<file path="src/design/cbe_fifo.sv">
// small generic queue in flip-flops, combinational head read
// no dependencies
`timescale 1ns / 1ps

module cbe_fifo #(
  parameter int WIDTH = 8,
  parameter int DEPTH = 4
) (
  input  logic             clk,
  input  logic             rst_n,
  input  logic             push,
  input  logic [WIDTH-1:0] push_data,
  output logic             full,
  input  logic             pop,
  output logic [WIDTH-1:0] pop_data,
  output logic             empty
);

  localparam int PTR_W = (DEPTH > 1) ? $clog2(DEPTH) : 1;
  localparam int CNT_W = $clog2(DEPTH + 1);

  logic [WIDTH-1:0] mem_r [DEPTH];
  logic [PTR_W-1:0] wr_ptr_r, wr_ptr_nxt;
  logic [PTR_W-1:0] rd_ptr_r, rd_ptr_nxt;
  logic [CNT_W-1:0] count_r, count_nxt;
  logic             push_ok, pop_ok;

  assign full     = (count_r == CNT_W'(DEPTH));
  assign empty    = (count_r == '0);
  assign push_ok  = push & ~full;
  assign pop_ok   = pop & ~empty;
  assign pop_data = mem_r[rd_ptr_r];

  always_comb begin
    wr_ptr_nxt = wr_ptr_r;
    rd_ptr_nxt = rd_ptr_r;
    count_nxt  = count_r;
    if (push_ok) begin
      wr_ptr_nxt = (wr_ptr_r == PTR_W'(DEPTH - 1)) ? '0 : wr_ptr_r + 1'b1;
    end
    if (pop_ok) begin
      rd_ptr_nxt = (rd_ptr_r == PTR_W'(DEPTH - 1)) ? '0 : rd_ptr_r + 1'b1;
    end
    if (push_ok && !pop_ok) begin
      count_nxt = count_r + 1'b1;
    end else if (pop_ok && !push_ok) begin
      count_nxt = count_r - 1'b1;
    end
  end

  always_ff @(posedge clk) begin
    if (!rst_n) begin
      wr_ptr_r <= '0;
      rd_ptr_r <= '0;
      count_r  <= '0;
    end else begin
      wr_ptr_r <= wr_ptr_nxt;
      rd_ptr_r <= rd_ptr_nxt;
      count_r  <= count_nxt;
    end
  end

  always_ff @(posedge clk) begin
    if (push_ok) begin
      mem_r[wr_ptr_r] <= push_data;
    end
  end

endmodule

</file>
<file path="config.mk">
export PLATFORM = sky130hd
export DESIGN_NAME = cbe_fifo
export DESIGN_NICKNAME = d
export VERILOG_FILES = /design/src/design/cbe_fifo.sv
export SDC_FILE = /design/constraint.sdc
export NUM_CORES = 1
export LEC_CHECK = 0
export BUFFER_PORTS_ARGS = -buffer_cell sky130_fd_sc_hd__buf_2
export CAP_MARGIN = 20
export CORE_UTILIZATION = 55
export CTS_CLUSTER_DIAMETER = 50
export DETAILED_ROUTE_END_ITERATION = 6
export PLACE_DENSITY = 0.77
export SLEW_MARGIN = 20
export SYNTH_ARGS = -nofsm -noshare
export SYNTH_HDL_FRONTEND = slang
export SYNTH_SLANG_ARGS = --single-unit
</file>
<file path="constraint.sdc">
create_clock -name clk -period 2.5 [get_ports clk]
set_input_delay 0.25 -clock clk [delete_from_list [all_inputs] [get_ports clk]]
set_output_delay 0.25 -clock clk [all_outputs]
set_load 0.01 [all_outputs]
</file>
==> results.yml <==
outcome:
  status: "finished clean"
sta:
  setup-violations-final: 0
  tightest_slew_ns: 0.5414
  rsz0062_at_grt: "no"
  hold_viol: 0
  finalClockSkew_ns: 0.01086
  finalSetupTns_ns: 0
  period_minus_slack_ns: 2.138
  timing.final.crit_share_pct: 85.50
  maxSlewViolCount: 0
  fmax_mhz: 467.8
  relSlewSlack_pct: 63.86
yosys:
  seq_area_frac_synth_pct: 69.99
  syn_avg_cell_area_um2: 17.53
  synth_warnings: 0
  synth_cells: 93
  ys_ff_latch: 41
  synthDistinctLibCells: 23
  synth.cell_area_mm2: 0.001630
  synth.net_count: 112
hold_path:
  min_to: "mem_r[3][4]"
  hp-class: "input pin to flip-flop"
  hp-start: "push_data[4]"
  holdPathStages: 1
power:
  total_power_w: 0.001742
  irDropWorstVdd_uv: 865.9
  power_density_mw_per_mm2: 946.0
  p_leak_nw: 0.6825
floorplanning:
  start_util_pct: 58.61
  die_area_mm2: 0.003186
  row_count: 19
  io_pins: 22
  die_y_um: 56.45
  fp.dieW_um: 56.45
  coreArea_mm2: 0.002781
clock_tree:
  clk_path_buf_depth: 2
  cts_tree: "done"
  htreeDepth: 2
  cts_made_buffers: 5
  post_cts_buffers: 0
  clkSlewWorstSetupHoldPaths_ns: 0.12
  clockRootBuffer: "clkbuf_4"
  cts_sinks: 41
  clkLatencyLatePin_ns: 0.35
  cts-hold-fix-buffers: 0
  post_cts_resized: 0
global_routing:
  grt_overflow: 0
  antenna_found_initial: 0
  grt_pass1_wl_mm: 4.057
  grt_use_total_pct: 18.05
  grt_pass1_vias: 881
  grt_start_max_net_pins: 13
critical_path:
  crit_slowest_cell: "dfxtp_1"
  crit_type: "flip-flop to flip-flop"
  cp_slowest_stage_delay_ns: 0.40
  critical_path.startpoint_type: "flip-flop"
  cp_max_fo: 5
  crit_chain: "o31ai_1, ha_1, inv_1, fa_1, xor2_1, or3_1, a21boi_0"
  r2r_end: "count_r[2]"
  worstPathRequired_ns: 2.79
  endpoint_kind: "flip-flop"
  r2r_cells: 7
  crit_arrival_ns: 2.42
  r2r-start: "count_r[0]"
  rrSetupSlack_ns: 0.36
flow_run:
  maxCapViolCount: 0
routing:
  postRouteAntennaNets: 0
  firstDrtPassIters: 4
  wl_mm: 2.419
  vias: 848
  drt_iter0_markers: 16
  drc: 0
  post_drt_wl_per_cell_um: 16.02
  drt-vias-per-instance: 5.616
finish:
  fillCellCount: 204
  final_area_mm2: 0.001842
  drive_gt1_share_pct: 33.33
  area_delta_synth_final_pct: 12.97
  fin_nets: 138
  antenna_cells: 0
place:
  dp_hpwl_mm: 1.647
  place.port_buffers: 21
  postPlaceCellArea_mm2: 0.001772
  place.gp.congestion: 0.6783
-- state kept, by name (all words and copies together), names as in the netlist, named ones only --
name	cells
rd_ptr_r	2
count_r	3
wr_ptr_r	2
mem_r	32
-- final cells by class --
class                      count  area [um2]  share of cell area (%)
timing repair buffer          23       120.1                   6.522
sequential                    41        1141                   61.96
clock buffer                   7       65.06                   3.533
inverter                       3       11.26                  0.6114
multi-input combinational     45       460.4                   25.00
clock inverter                 1       5.005                  0.2717
tap                           31       38.79                   2.106
-- cells in the mapped netlist --
| master | count | share of area (%) |
|---|---|---|
| mux4_2 | 8 | 11 |
| nand3_1 | 2 | 0.61 |
| a21boi_0 | 1 | 0.46 |
| buf_1 | 1 | 0.23 |
| xor2_1 | 1 | 0.54 |
| nor3_1 | 1 | 0.31 |
| or3_1 | 1 | 0.38 |
| nand2_1 | 6 | 1.4 |
| fa_1 | 1 | 1.2 |
| edfxtp_1 | 32 | 59 |
| nor2_1 | 2 | 0.46 |
| o31ai_1 | 1 | 0.46 |
| nor2b_1 | 2 | 0.77 |
| clkbuf_1 | 1 | 0.23 |
| buf_2 | 2 | 0.61 |
| inv_1 | 3 | 0.69 |
| mux2i_1 | 3 | 1.8 |
| xnor2_1 | 1 | 0.54 |
| o21ai_0 | 3 | 0.92 |
| nor3b_2 | 1 | 0.77 |
| dfxtp_1 | 9 | 11 |
| ha_1 | 6 | 4.6 |
| and2_1 | 5 | 1.9 |
-- layout by cell type, fill, tap and decap left out, drive strengths merged, types with 2 or more instances in the layout --
cell type  netlist  layout
dfxtp            9       9
o21ai            3       3
nand3            2       2
and2             5       5
inv              3       3
edfxtp          32      32
buf              3      23
mux2i            3       3
ha               6       6
nand2            6       6
nor2b            2       2
nor2             2       2
mux4             8       8
clkbuf           1       7
-- power by group --
part           total (W)  internal, W  switching, W
registers       0.000930     0.000838     0.0000914
logic           0.000446     0.000241      0.000205
clock network   0.000367     0.000163      0.000204
total            0.00174      0.00124      0.000500
-- logic make-up (layout without fill, tap and decap cells) --
kind of cell	after synthesis	in the layout	synth area share [%]
and+or+nand+nor	20	20	6.600
buffers and inverters	7	34	1.765
muxes	11	11	12.89
adders and majority gates	7	7	5.833
AOI/OAI and AO/OA	5	5	1.842
xor gates and xnor gates	2	2	1.075
DFF	41	41	69.99
-- stage by stage --
step | util, % | cells | hold slack [ns] | worst slack [ns]
2_1_floorplan | - | 93 | 0.3489 | 0.4071
3_3_place_gp | 63.70 | 143 | 0.4601 | 0.5300
3_5_place_dp | 63.70 | 143 | 0.4696 | 0.3968
4_1_cts | 66.22 | 151 | 0.09837 | 0.3754
5_1_grt | 66.22 | 151 | 0.1014 | 0.2005
6_report | 66.22 | 151 | 0.1130 | 0.3624
-- worst max-delay path, delay by kind of cell (launching register included) --
family                   cells  cell delay [ns]
AND/OR/NAND/NOR              1             0.33
flip-flops                   1             0.40
adder cells (fa/ha/maj)      2             0.62
buffers and inverters        1             0.06
AO/OA/AOI/OAI                2             0.50
XOR/XNOR                     1             0.17
-- worst max path at each step --
stage                          start         end  slack [ns]  cells past startpoint
after global routing      count_r[0]  count_r[2]        0.20                      7
after floorplan           count_r[0]  count_r[2]        0.41                      7
after CTS                 count_r[0]  count_r[2]        0.38                      7
after global placement    count_r[0]  count_r[2]        0.53                      7
final                     count_r[0]  count_r[2]        0.36                      7
after detailed placement  count_r[0]  count_r[2]        0.40                      7
-- layer usage --
layer / global-route usage, % / routed length (um) / vias up
met1: 17.83 / 931 / 416
li1: - / - / 401
met2: 31.93 / 1301 / 27
met5: 0 / 0 / -
met3: 7.834 / 145 / 4
met4: 8.711 / 40 / 0
Power figures use the tool's default switching activity.
