--- config.mk ---
export PLATFORM = sky130hd
export DESIGN_NAME = cbe_front
export DESIGN_NICKNAME = d
export VERILOG_FILES = /design/src/design/cbe_pkg.sv /design/src/design/cbe_front.sv
export SDC_FILE = /design/constraint.sdc
export NUM_CORES = 1
export LEC_CHECK = 0
export BUFFER_PORTS_ARGS = -buffer_cell sky130_fd_sc_hd__buf_2
export CAP_MARGIN = 25
export CORE_ASPECT_RATIO = 0.5
export CORE_MARGIN = 5
export CORE_UTILIZATION = 30
export CTS_CLUSTER_DIAMETER = 60
export DETAILED_ROUTE_END_ITERATION = 12
export PLACE_DENSITY_LB_ADDON = 0.25
export RECOVER_POWER = 100
export SLEW_MARGIN = 5
export SYNTH_ARGS = -nofsm -noshare
export SYNTH_HDL_FRONTEND = slang
export SYNTH_SLANG_ARGS = --single-unit
export TNS_END_PERCENT = 5
--- constraint.sdc ---
create_clock -name clk -period 3.6 [get_ports clk]
set_input_delay 0.72 -clock clk [delete_from_list [all_inputs] [get_ports clk]]
set_output_delay 0.72 -clock clk [all_outputs]
set_load 0.01 [all_outputs]
--- src/design/cbe_pkg.sv ---
// shared types and constants for the cubic bezier evaluator
// no dependencies; imported by every module of the block except cbe_fifo
`timescale 1ns / 1ps

package cbe_pkg;

  localparam int COORD_W   = 16;
  localparam int T_W       = 17;
  localparam int IDX_W     = 6;
  localparam int CFG_IDX_W = 3;
  localparam int NUM_REGS  = 8;

  // 1.0 in the 16 fraction bit format of the curve parameter
  localparam logic [T_W-1:0] ONE_FX = 17'h10000;

  // stages of the per-axis interpolation pipeline
  localparam int AXIS_LAT  = 10;
  localparam int JOB_DEPTH = 4;
  localparam int RES_DEPTH = 16;

  // opcodes
  localparam logic OP_EVAL  = 1'b0;
  localparam logic OP_SWEEP = 1'b1;

  // configuration register indexes
  localparam logic [CFG_IDX_W-1:0] REG_START_X    = 3'd0;
  localparam logic [CFG_IDX_W-1:0] REG_START_Y    = 3'd1;
  localparam logic [CFG_IDX_W-1:0] REG_PULL_ONE_X = 3'd2;
  localparam logic [CFG_IDX_W-1:0] REG_PULL_ONE_Y = 3'd3;
  localparam logic [CFG_IDX_W-1:0] REG_PULL_TWO_X = 3'd4;
  localparam logic [CFG_IDX_W-1:0] REG_PULL_TWO_Y = 3'd5;
  localparam logic [CFG_IDX_W-1:0] REG_FINISH_X   = 3'd6;
  localparam logic [CFG_IDX_W-1:0] REG_FINISH_Y   = 3'd7;

  typedef struct packed {
    logic           opcode;
    logic [T_W-1:0] curve_param;
  } in_item_t;

  typedef struct packed {
    logic signed [COORD_W-1:0] point_x;
    logic signed [COORD_W-1:0] point_y;
    logic [IDX_W-1:0]          point_index;
    logic                      last_point;
  } out_item_t;

  // one curve point to evaluate, handed from front to back
  typedef struct packed {
    logic [T_W-1:0]   t;
    logic [IDX_W-1:0] index;
    logic             last;
  } job_t;

endpackage

--- src/design/cbe_front.sv ---
// front end: accepts items, clamps t, expands a sweep into point jobs
// depends on cbe_pkg
`timescale 1ns / 1ps

module cbe_front #(
  parameter int POINT_COUNT = 64
) (
  input  logic              clk,
  input  logic              rst_n,
  input  logic              in_push,
  input  cbe_pkg::in_item_t in_data,
  output logic              in_full,
  output logic              job_push,
  output cbe_pkg::job_t     job_data,
  input  logic              job_full
);

  import cbe_pkg::*;

  localparam int Denom = POINT_COUNT - 1;
  localparam logic [T_W-1:0]   STEP_Q   = T_W'(65536 / Denom);
  localparam logic [IDX_W-1:0] STEP_R   = IDX_W'(65536 % Denom);
  localparam logic [IDX_W-1:0] DENOM_V  = IDX_W'(Denom);
  localparam logic [IDX_W-1:0] LAST_IDX = IDX_W'(POINT_COUNT - 1);

  logic             busy_r, busy_nxt;
  logic [IDX_W-1:0] idx_r, idx_nxt;
  logic [T_W-1:0]   t_r, t_nxt;
  logic [IDX_W-1:0] rem_r, rem_nxt;
  logic             accept;
  logic             sweep_push;
  logic [T_W-1:0]   t_clamped;
  logic [IDX_W:0]   rem_sum;

  assign in_full    = busy_r | job_full;
  assign accept     = in_push & ~in_full;
  assign sweep_push = busy_r & ~job_full;
  assign job_push   = sweep_push | (accept & (in_data.opcode == OP_EVAL));

  // anything above 1.0 saturates to 1.0
  assign t_clamped = (in_data.curve_param[T_W-1] && (|in_data.curve_param[T_W-2:0])) ?
                     ONE_FX : in_data.curve_param;

  always_comb begin
    if (busy_r) begin
      job_data.t     = t_r;
      job_data.index = idx_r;
      job_data.last  = (idx_r == LAST_IDX);
    end else begin
      job_data.t     = t_clamped;
      job_data.index = '0;
      job_data.last  = 1'b1;
    end
  end

  // t steps by 65536/(n-1) with the remainder carried, so t(i) is exact
  assign rem_sum = {1'b0, rem_r} + {1'b0, STEP_R};

  always_comb begin
    busy_nxt = busy_r;
    idx_nxt  = idx_r;
    t_nxt    = t_r;
    rem_nxt  = rem_r;
    if (accept && (in_data.opcode == OP_SWEEP)) begin
      busy_nxt = 1'b1;
      idx_nxt  = '0;
      t_nxt    = '0;
      rem_nxt  = '0;
    end else if (sweep_push) begin
      idx_nxt = idx_r + 1'b1;
      if (rem_sum >= {1'b0, DENOM_V}) begin
        rem_nxt = IDX_W'(rem_sum - {1'b0, DENOM_V});
        t_nxt   = t_r + STEP_Q + 1'b1;
      end else begin
        rem_nxt = IDX_W'(rem_sum);
        t_nxt   = t_r + STEP_Q;
      end
      if (idx_r == LAST_IDX) begin
        busy_nxt = 1'b0;
      end
    end
  end

  always_ff @(posedge clk) begin
    if (!rst_n) begin
      busy_r <= 1'b0;
      idx_r  <= '0;
      t_r    <= '0;
      rem_r  <= '0;
    end else begin
      busy_r <= busy_nxt;
      idx_r  <= idx_nxt;
      t_r    <= t_nxt;
      rem_r  <= rem_nxt;
    end
  end

endmodule

==> results.json <==
{
  "hp-class": "reg -> reg",
  "dr.pass1.iters": 4,
  "drt-initial-drc-count": 95,
  "overflow": 0,
  "syn_inst": 283,
  "post-route-period-util_pct": 87.70,
  "rr_startpoint": "t_r[4]",
  "tightest_slew_ps": 1225,
  "min_from": "idx_r[1]",
  "viasPerCell": 5.245,
  "finClkSkew_ps": 3.348,
  "synth_ff_type": "dfxtp_1",
  "stdcell_count": 416,
  "num_vias": 2182,
  "grt_pass1_vias": 2202,
  "fin_nets": 348,
  "synth-edff-count": 0,
  "drive_gt1_share_pct": 14.06,
  "grt_pass1_wl_microns": 10450,
  "vdd_ir_drop_max_mv": 0.1366,
  "die_h_microns": 71.42,
  "routabilityCongestion": 0.8098,
  "hpwlAfterDp_microns": 4522,
  "rrSetupSlack_ps": 690,
  "post_cts_buffers": 0,
  "worstSetupEndpointType": "output pin",
  "cts_tree": "built",
  "cpPeakStageDelay_ps": 710,
  "drc": 0,
  "dieWidth_microns": 132.8,
  "h-tree-depth": 2,
  "cp.arrival_ps": 2440,
  "ys_types": 66,
  "antenna_found_initial": 0,
  "seqPwrFrac_pct": 39.9,
  "core_sq_um": 7322,
  "totalWireLength_microns": 6136,
  "grtUsageTotal_pct": 13.13,
  "numCtsBuffers": 5,
  "maxSlewHeadroom_pct": 18.33,
  "ys_ff_latch": 30,
  "setup_tns_ps": 0,
  "p_sw_w": 0.0002221,
  "slew_viol_final": 0,
  "io_pins": 48,
  "hold_path_depth": 2,
  "max-cap-violations": 0,
  "setup_viol": 0,
  "path_clk_slew_ps": 50,
  "powerDensity_nw_per_um2": 334.2,
  "root_buffer": "clkbuf_16",
  "synth_area_sq_um": 2263,
  "final_common_cell": "dfxtp_1",
  "ff2ff_path_depth": 7,
  "clkPwrFrac_pct": 48.2,
  "ys_warn_count": 0,
  "clock_latency_ps": 270,
  "antenna_cells": 0,
  "critical_path_required_ps": 2880,
  "post-place-ws_ps": 554.7,
  "async_reset_ff_share_pct": 0,
  "avgSynthCellArea_sq_um": 7.998,
  "place_inst": 408,
  "wire_per_inst_microns": 14.75,
  "period_minus_slack_ps": 3157,
  "area_growth_syn_to_layout_pct": 15.48,
  "num_rows": 22,
  "synth_fp_nets": 312,
  "startpoint_type": "primary input",
  "finalHoldViolCount": 0,
  "critical_path_class": "in -> out",
  "clock-sinks": 30,
  "worst_path_max_delay_cell": "a21oi_1",
  "rsz0062_at_grt": "false",
  "ctsResizeCount": 0,
  "io_buffers": 47,
  "power_frac_comb_pct": 11.9,
  "switching_share_pct": 25.42,
  "postRouteAntennaNets": 0,
  "final_cell_mix": "dfxtp_1 (30), nor2_1 (26), nand2_1 (25), clkbuf_1 (25), buf_2 (24)",
  "yosysSeqAreaShare_pct": 26.53,
  "cts_buffer_depth": 2,
  "power.internal_w": 0.0006515,
  "dieArea_sq_um": 9487,
  "setup_ws_ps": 442.7,
  "holdPathEnd": "idx_r[1]",
  "p_leak_nw": 0.9689,
  "initial_utilization_pct": 30.91,
  "fmax_mhz": 316.7,
  "grt_max_degree": 27,
  "crit_chain": "buf_2, nor4_1, nand4_1, a21oi_1, a22o_1, clkbuf_1",
  "status": "finished, final reports clean",
  "cts_hold_buffers": 0,
  "critPathMaxFanout": 12,
  "crit-reg2reg-capture": "t_r[16]"
}
## power groups by stage
stage | logic (W) | clock network (W) | registers [W]
after global placement | 0.000108 | 0 | 0.000355
after global routing | 0.000115 | 0.000450 | 0.000350
after detailed placement | 0.000109 | 0 | 0.000355
after floorplan | 0.0000739 | 0 | 0.000347
after CTS | 0.000110 | 0.000433 | 0.000348
final | 0.000104 | 0.000421 | 0.000348
## how the worst max path moves through the flow
stage,from,to,slack [ps],cells after the start
finish,in_data[0],job_data[19],440,6
global route,in_data[3],job_data[22],270,6
CTS,in_data[0],job_data[19],530,6
detailed placement,in_data[0],job_data[19],550,6
global placement,in_data[0],job_data[15],610,6
floorplan,in_data[3],job_data[11],1080,5
## flip-flops by register name (all words and copies together), names as in the netlist
register  cells
idx_r         6
rem_r         6
t_r          17
busy_r        1
## critical path, delay by kind of cell
| family | cells | cell delay, ps |
|---|---|---|
| AOI/OAI and AO/OA | 2 | 960 |
| buffers and inverters | 2 | 270 |
| and+or+nand+nor | 2 | 480 |
## cell type report
type,instances,area (sq um)
clock inverter,2,12.51
clock buffer,6,138.9
fill,783,4708
inverter,6,22.52
tap,96,120.1
multi-input combinational,225,1490
timing repair buffer,51,229.0
sequential,30,600.6
## synthesized netlist by cell type (all sizes together), types with 2 or more instances
master | n | area [sq um]
nor3 | 3 | 15.01
a22o | 12 | 105.1
nand3 | 10 | 50.05
o311ai | 2 | 25.03
or2 | 2 | 12.51
nor2 | 27 | 106.4
clkbuf | 9 | 35.03
nor4b | 2 | 32.53
nand2 | 26 | 100.1
nand4 | 9 | 68.81
a221oi | 2 | 17.52
dfxtp | 30 | 600.6
xnor2 | 10 | 87.58
nand3b | 2 | 15.01
mux2i | 2 | 20.02
buf | 13 | 87.59
or3 | 3 | 20.02
a32oi | 2 | 17.52
or4 | 2 | 15.01
nor4 | 5 | 31.28
o21a | 2 | 15.01
nand2b | 6 | 37.54
o21ai | 16 | 80.07
and3 | 3 | 18.77
inv | 6 | 22.52
o31ai | 3 | 22.52
xor2 | 8 | 70.07
a211oi | 3 | 40.04
o211ai | 2 | 15.01
and4 | 2 | 17.52
a21oi | 15 | 75.07
a41oi | 4 | 35.03
ha | 7 | 87.58
a31oi | 2 | 12.51
and2 | 9 | 56.30
nor2b | 4 | 25.02
a22oi | 2 | 15.01
## per-stage QoR
stage | power (W) | hold WS, ps | instance area, sq um | utilization [%]
6_report | 0.0008736 | 498.3 | 2614 | 35.70
3_5_place_dp | 0.0004649 | 493.0 | 2526 | 34.50
2_1_floorplan | 0.0004209 | 462.1 | 2263 | -
5_1_grt | 0.0009152 | 530.1 | 2614 | 35.70
4_1_cts | 0.0008917 | 500.1 | 2678 | 36.57
3_3_place_gp | 0.0004629 | 487.7 | 2526 | 34.50
## per-layer routing
metal | wire length (microns) | track usage, %
met1 | 2792 | 16.02
met2 | 3124 | 23.43
met3 | 150 | 2.525
met4 | 68 | 4.493
met5 | 0 | 0
## logic make-up after synthesis
group | count (synthesis) | share of synthesized area, %
multiplexers | 3 | 1.382
AO/OA/AOI/OAI | 77 | 25.26
adder cells (fa/ha/maj) | 7 | 3.869
AND/OR/NAND/NOR | 120 | 29.57
buffers and inverters | 28 | 6.412
flip-flops | 30 | 26.53
XOR/XNOR | 18 | 6.965
Note: power is estimated with default switching activity, not from simulation.
